<file path="config.mk">
export PLATFORM = sky130hd
export DESIGN_NAME = deque_with_search_unit
export DESIGN_NICKNAME = d
export VERILOG_FILES = /design/src/rtl/core/dqs_pkg.sv /design/src/rtl/core/dqs_ram.sv /design/src/rtl/core/deque_with_search_unit.sv
export SDC_FILE = /design/constraint.sdc
export NUM_CORES = 1
export LEC_CHECK = 0
export ABC_CLOCK_PERIOD_IN_PS = 5060
export BUFFER_PORTS_ARGS = -buffer_cell sky130_fd_sc_hd__clkbuf_2
export CAP_MARGIN = 20
export CORE_ASPECT_RATIO = 0.75
export CORE_MARGIN = 2
export CORE_UTILIZATION = 40
export CTS_CLUSTER_DIAMETER = 60
export DETAILED_ROUTE_END_ITERATION = 12
export PLACE_DENSITY = 0.67
export SKIP_LAST_GASP = 1
export SYNTH_ARGS = -nofsm -noshare
export SYNTH_HDL_FRONTEND = slang
export SYNTH_SLANG_ARGS = --single-unit
</file>
<file path="constraint.sdc">
create_clock -name clk -period 5.06 [get_ports clk]
set_input_delay 1.012 -clock clk [delete_from_list [all_inputs] [get_ports clk]]
set_output_delay 1.012 -clock clk [all_outputs]
set_load 0.05 [all_outputs]
</file>
<file path="src/rtl/core/dqs_pkg.sv">
package dqs_pkg;

  localparam int DEPTH  = 16;
  localparam int IDX_W  = (DEPTH > 1) ? $clog2(DEPTH) : 1;
  localparam int CNT_W  = $clog2(DEPTH + 1);
  localparam int SUM_W  = CNT_W + 1;
  localparam int DATA_W = 32;

  localparam logic [2:0] CMD_PUSH_FRONT = 3'd0;
  localparam logic [2:0] CMD_PUSH_BACK  = 3'd1;
  localparam logic [2:0] CMD_POP_FRONT  = 3'd2;
  localparam logic [2:0] CMD_POP_BACK   = 3'd3;
  localparam logic [2:0] CMD_SEARCH     = 3'd4;
  localparam logic [2:0] CMD_DUMP       = 3'd5;

  localparam logic [1:0] STAT_OK    = 2'd0;
  localparam logic [1:0] STAT_EMPTY = 2'd1;
  localparam logic [1:0] STAT_FULL  = 2'd2;

  typedef struct packed {
    logic        [2:0]        cmd;
    logic signed [DATA_W-1:0] value;
  } req_t;

  typedef struct packed {
    logic signed [DATA_W-1:0] data;
    logic                     found;
    logic        [1:0]        status;
    logic                     last;
  } rsp_t;

  // Slot of the entry at a given offset from the front, wrapped once.
  function automatic logic [IDX_W-1:0] slot_add(logic [IDX_W-1:0] base,
                                                logic [CNT_W-1:0] off);
    logic [SUM_W-1:0] sum;
    sum = SUM_W'(base) + SUM_W'(off);
    if (sum >= SUM_W'(DEPTH)) begin
      sum = sum - SUM_W'(DEPTH);
    end
    return sum[IDX_W-1:0];
  endfunction

endpackage

</file>
<file path="src/rtl/core/dqs_ram.sv">
module dqs_ram #(
  parameter int WIDTH = 32,
  parameter int DEPTH = 16
) (
  input  logic                             clk,
  input  logic                             we,
  input  logic [$clog2(DEPTH > 1 ? DEPTH : 2)-1:0] waddr,
  input  logic [WIDTH-1:0]                 wdata,
  input  logic [$clog2(DEPTH > 1 ? DEPTH : 2)-1:0] raddr,
  output logic [WIDTH-1:0]                 rdata
);

  logic [WIDTH-1:0] mem [DEPTH];

  always_ff @(posedge clk) begin
    if (we) begin
      mem[waddr] <= wdata;
    end
    rdata <= mem[raddr];
  end

endmodule

</file>
<file path="src/rtl/core/deque_with_search_unit.sv">
// Channel   | Handshake                 | Payload        | Notes
// ----------+---------------------------+----------------+------------------------------
// request   | start & !busy             | req (req_t)    | one command per request
// result    | result_strobe, one cycle  | result (rsp_t) | last marks final result
//
// Push (also on a full queue), and pop, search or dump on an empty queue, answer
// from idle; pop answers from S_POP after the RAM read; search and dump walk S_SCAN,
// one stored entry per cycle through the single read port of the entry RAM
// and the one shared comparator. Results appear in the cycle after they are formed.
// Reset (rst, synchronous) empties the queue; entries are not cleared.
// The result side cannot stall: each result is shown for exactly one cycle.
module deque_with_search_unit
  import dqs_pkg::*;
(
  input  logic clk,
  input  logic rst,
  input  logic start,
  output logic busy,
  input  req_t req,
  output rsp_t result,
  output logic result_strobe
);

  typedef enum logic [2:0] {
    S_IDLE = 3'b001,
    S_POP  = 3'b010,
    S_SCAN = 3'b100
  } state_t;

  state_t state, state_next;

  logic [IDX_W-1:0]  front, front_next;
  logic [CNT_W-1:0]  count, count_next;
  logic [CNT_W-1:0]  ptr, ptr_next;
  logic              hit, hit_next;
  logic              is_dump, is_dump_next;
  logic [DATA_W-1:0] key, key_next;
  rsp_t              result_next;
  logic              result_strobe_next;

  // Entry RAM ports
  logic              ram_we;
  logic [IDX_W-1:0]  ram_waddr;
  logic [DATA_W-1:0] ram_wdata;
  logic [IDX_W-1:0]  ram_raddr;
  logic [DATA_W-1:0] ram_rdata;

  logic accept;
  logic full;
  logic empty;
  logic match;
  logic scan_done;

  dqs_ram #(
    .WIDTH(DATA_W),
    .DEPTH(DEPTH)
  ) u_entries (
    .clk  (clk),
    .we   (ram_we),
    .waddr(ram_waddr),
    .wdata(ram_wdata),
    .raddr(ram_raddr),
    .rdata(ram_rdata)
  );

  assign busy      = (state != S_IDLE);
  assign accept    = start && !busy;
  assign full      = (count == CNT_W'(DEPTH));
  assign empty     = (count == '0);
  // Shared comparator: checks the entry read back in the previous cycle.
  assign match     = (ram_rdata == key);
  assign scan_done = (ptr == count);

  always_comb begin
    state_next         = state;
    front_next         = front;
    count_next         = count;
    ptr_next           = ptr;
    hit_next           = hit;
    is_dump_next       = is_dump;
    key_next           = key;
    result_next        = '0;
    result_strobe_next = 1'b0;
    ram_we             = 1'b0;
    ram_waddr          = '0;
    ram_wdata          = req.value;
    ram_raddr          = '0;

    unique case (state)
      S_IDLE: begin
        if (accept) begin
          result_next.last = 1'b1;
          unique case (req.cmd)
            CMD_PUSH_FRONT, CMD_PUSH_BACK: begin
              result_strobe_next = 1'b1;
              if (full) begin
                // Drop the push and report full.
                result_next.status = STAT_FULL;
              end else begin
                ram_we = 1'b1;
                if (req.cmd == CMD_PUSH_FRONT) begin
                  front_next = (front == '0) ? IDX_W'(DEPTH - 1) : front - 1'b1;
                  ram_waddr  = front_next;
                end else begin
                  ram_waddr = slot_add(front, count);
                end
                count_next = count + 1'b1;
              end
            end
            CMD_POP_FRONT, CMD_POP_BACK: begin
              if (empty) begin
                result_strobe_next = 1'b1;
                result_next.status = STAT_EMPTY;
              end else begin
                // Issue the read now; S_POP takes the data from the RAM.
                if (req.cmd == CMD_POP_FRONT) begin
                  ram_raddr  = front;
                  front_next = (front == IDX_W'(DEPTH - 1)) ? '0 : front + 1'b1;
                end else begin
                  ram_raddr = slot_add(front, count - 1'b1);
                end
                count_next = count - 1'b1;
                state_next = S_POP;
              end
            end
            CMD_SEARCH, CMD_DUMP: begin
              if (empty) begin
                // Empty search reports not found; empty dump reports empty.
                result_strobe_next = 1'b1;
                if (req.cmd == CMD_DUMP) begin
                  result_next.status = STAT_EMPTY;
                end
              end else begin
                // Read the front entry and start the walk at offset one.
                ram_raddr    = front;
                ptr_next     = CNT_W'(1);
                hit_next     = 1'b0;
                is_dump_next = (req.cmd == CMD_DUMP);
                key_next     = req.value;
                state_next   = S_SCAN;
              end
            end
            default: begin
              // Unused codes: drop the request silently.
            end
          endcase
        end
      end
      S_POP: begin
        result_strobe_next = 1'b1;
        result_next.data   = $signed(ram_rdata);
        result_next.last   = 1'b1;
        state_next         = S_IDLE;
      end
      S_SCAN: begin
        hit_next = hit | match;
        if (is_dump) begin
          result_strobe_next = 1'b1;
          result_next.data   = $signed(ram_rdata);
          result_next.last   = scan_done;
        end else if (scan_done) begin
          result_strobe_next = 1'b1;
          result_next.found  = hit | match;
          result_next.last   = 1'b1;
        end
        if (scan_done) begin
          state_next = S_IDLE;
        end else begin
          // Advance to the next stored entry.
          ram_raddr = slot_add(front, ptr);
          ptr_next  = ptr + 1'b1;
        end
      end
      default: begin
        state_next = S_IDLE;
      end
    endcase
  end

  always_ff @(posedge clk) begin
    if (rst) begin
      state         <= S_IDLE;
      front         <= '0;
      count         <= '0;
      result_strobe <= 1'b0;
    end else begin
      state         <= state_next;
      front         <= front_next;
      count         <= count_next;
      result_strobe <= result_strobe_next;
    end
  end

  // Payload registers need no reset.
  always_ff @(posedge clk) begin
    ptr     <= ptr_next;
    hit     <= hit_next;
    is_dump <= is_dump_next;
    key     <= key_next;
    result  <= result_next;
  end

endmodule

</file>
==> metrics.cfg <==
[status]
outcome=finished, final reports clean

[detailed_routing]
drc=0
wl_met2_um=30100
routedWlPerCell_um=25.3
antenna_left=0
wl_met1_um=30100
dr.max_layer_used=met5
met3_length_um=8040
drt_wl_total_um=69700
drtIter0Drc=1918
viasPerCell=5.93
dr.pass1.iters=5
via_count=16300

[sta]
fmax_ghz=0.264
fin_skew_ns=0.0245
hold_violations=0
fin_crit_ns=3.79
max_slew_margin_pct=24.5
worst_pin_slew_ns=1.12
holdWs_ns=0.466
post-route-period-util_pct=74.9
setup_viol=0
slew_viol_final=0
rsz0062_at_grt=no
timing.setup.tns_ns=0

[cts]
path_clk_slew_ns=0.07
cts_tree=yes
cts_hold_buf=0
postCtsSetupBuffers=0
cts_buffers=56
root_buffer=clkbuf_16
clkSinkCount=632
h-tree-depth=2
cts_resized=0
clock_path_buffers=3
clk_latency_ns=0.62

[power]
p_leak_uw=0.00956
ir_drop_mv=0.258
p_per_area_nw_per_um2=360

[floorplan]
start_util_pct=40.5
coreArea_um2=63600
rows=80
die_h_um=224
io_pins=76
die_x_um=297
die_area_um2=66400

[critical_path]
setup.worst_path.class=reg -> reg
start_kind=register
crit_fanout=54
cp_data_required_time_ns=5.54
worstSetupEndpointType=register
cp.arrival_ns=4.27

[place]
io_buffers=75
place.gp.congestion=0.840
dp_hpwl_um=38500

[logic_synthesis]
async_flop_share_pct=0
synth_edf_count=551
synth_ff_type=edfxtp_1
ys_warn_count=0
ys_types=56
netlist_instances=1795
syn_avg_cell_area_um2=14.3
synth_top_area_cell=edfxtp_1
synth_area_um2=25700
syn_nets=1856
ys_ff_latch=632
synth.area.top_cells=edfxtp_1, dfxtp_1, nand3_1
synth_top_area_share_pct=64.3
ys_seq_area_share_pct=70.6

[global_route]
grt_overflow=0
grt_pass1_vias=15400
grt_pass1_wl_um=102000
grt_max_degree=161
antenna_found_initial=6
track_usage_pct=20.5

[finish]
syn_to_final_growth_pct=13.0
finish.utilization_pct=45.8
layout-drive-gt1-share_pct=14.1
finalNetCount=1902

[flow_run]
max-cap-violations=0

[worst_hold_path]
min_path_type=reg -> reg

-- layout make-up --
class,count,area [um2]
fill,5476,34500
clock buffer,85,1630
sequential,632,18200
clock inverter,21,140
multi-input combinational,1010,7060
tap,861,1080
antenna,2,5.00
timing repair buffer,127,951
inverter,14,52.6
-- cell families after synthesis --
kind of cell	count (synthesis)	synth area share, %
adder cells (fa/ha/maj)	23	1.21
flip-flops	632	70.6
multiplexers	99	4.51
AND/OR/NAND/NOR	509	10.6
buffers and inverters	153	2.78
AO/OA/AOI/OAI	328	8.59
XOR/XNOR	51	1.74
-- cells in the mapped netlist, drive strengths merged (4+ instances only) --
cell type / count
a2111o: 33
o21a: 4
nor3: 10
xnor2: 41
nand4: 71
o22ai: 4
a211oi: 37
mux2i: 35
mux2: 64
nand3: 266
a21o: 4
a21oi: 26
and3: 43
xor2: 10
nor2: 35
edfxtp: 551
nor4: 6
buf: 57
nand2: 25
ha: 20
clkbuf: 82
and2: 35
inv: 14
o21ai: 137
o211ai: 67
dfxtp: 81
-- power breakdown --
part,switching [uW],internal (uW)
Combinational,342,163
Clock,1880,2280
Sequential,57.7,5740
-- critical path: stages, from the launching register on --
cell and delay [ns]:
dfxtp_1 0.65, inv_1 0.30, fa_1 0.62, a211o_4 0.55, nand2_8 0.53, buf_4 0.35
mux2_1 0.35, o211ai_1 0.19, nand4_1 0.11
-- per-layer routing --
metal	up-vias	track usage [%]
met4	8	4.37
met3	109	6.49
li1	7101	-
met1	8268	29.9
met5	-	0
met2	830	29.8
-- registers in the layout (all words and copies together) (netlist names) --
register         cells
front                4
count                5
result_strobe        1
u_entries.rdata     32
result              36
state                3
hit                  1
key                 32
ptr                  5
u_entries.mem      512
is_dump              1
-- cell usage in the layout (no fill, tap or decap), types with 23 or more instances in the layout --
master / n
mux2_4: 24
xnor2_1: 41
nand4_1: 71
edfxtp_1: 551
clkbuf_2: 75
mux2_1: 38
a21oi_1: 24
and2_1: 35
a211oi_1: 36
dfxtp_1: 81
buf_4: 36
a2111o_1: 33
o21ai_0: 135
nand3_1: 266
o211ai_1: 67
nand2_1: 23
and3_1: 41
clkbuf_16: 57
mux2i_1: 35
-- final timing paths --
kind	from	end	slack (ns)	depth (start not counted)
max	front[1]	u_entries.rdata[16]	1.27	8
min	is_dump	result[3]	0.47	1
max reg2reg	front[1]	u_entries.rdata[16]	1.27	8
min reg2reg	is_dump	result[3]	0.47	1
-- stage by stage --
step | cell area, um2 | instances | worst slack [ns] | power, uW
after floorplan | 25700 | 1795 | 0.453 | 6180
after global placement | 27300 | 2643 | 1.04 | 6390
after detailed placement | 27300 | 2643 | 0.954 | 6400
after CTS | 29100 | 2749 | 1.27 | 10500
after global routing | 29100 | 2751 | 1.09 | 10800
final | 29100 | 2752 | 1.27 | 10500
(Power assumes the default switching activity.)
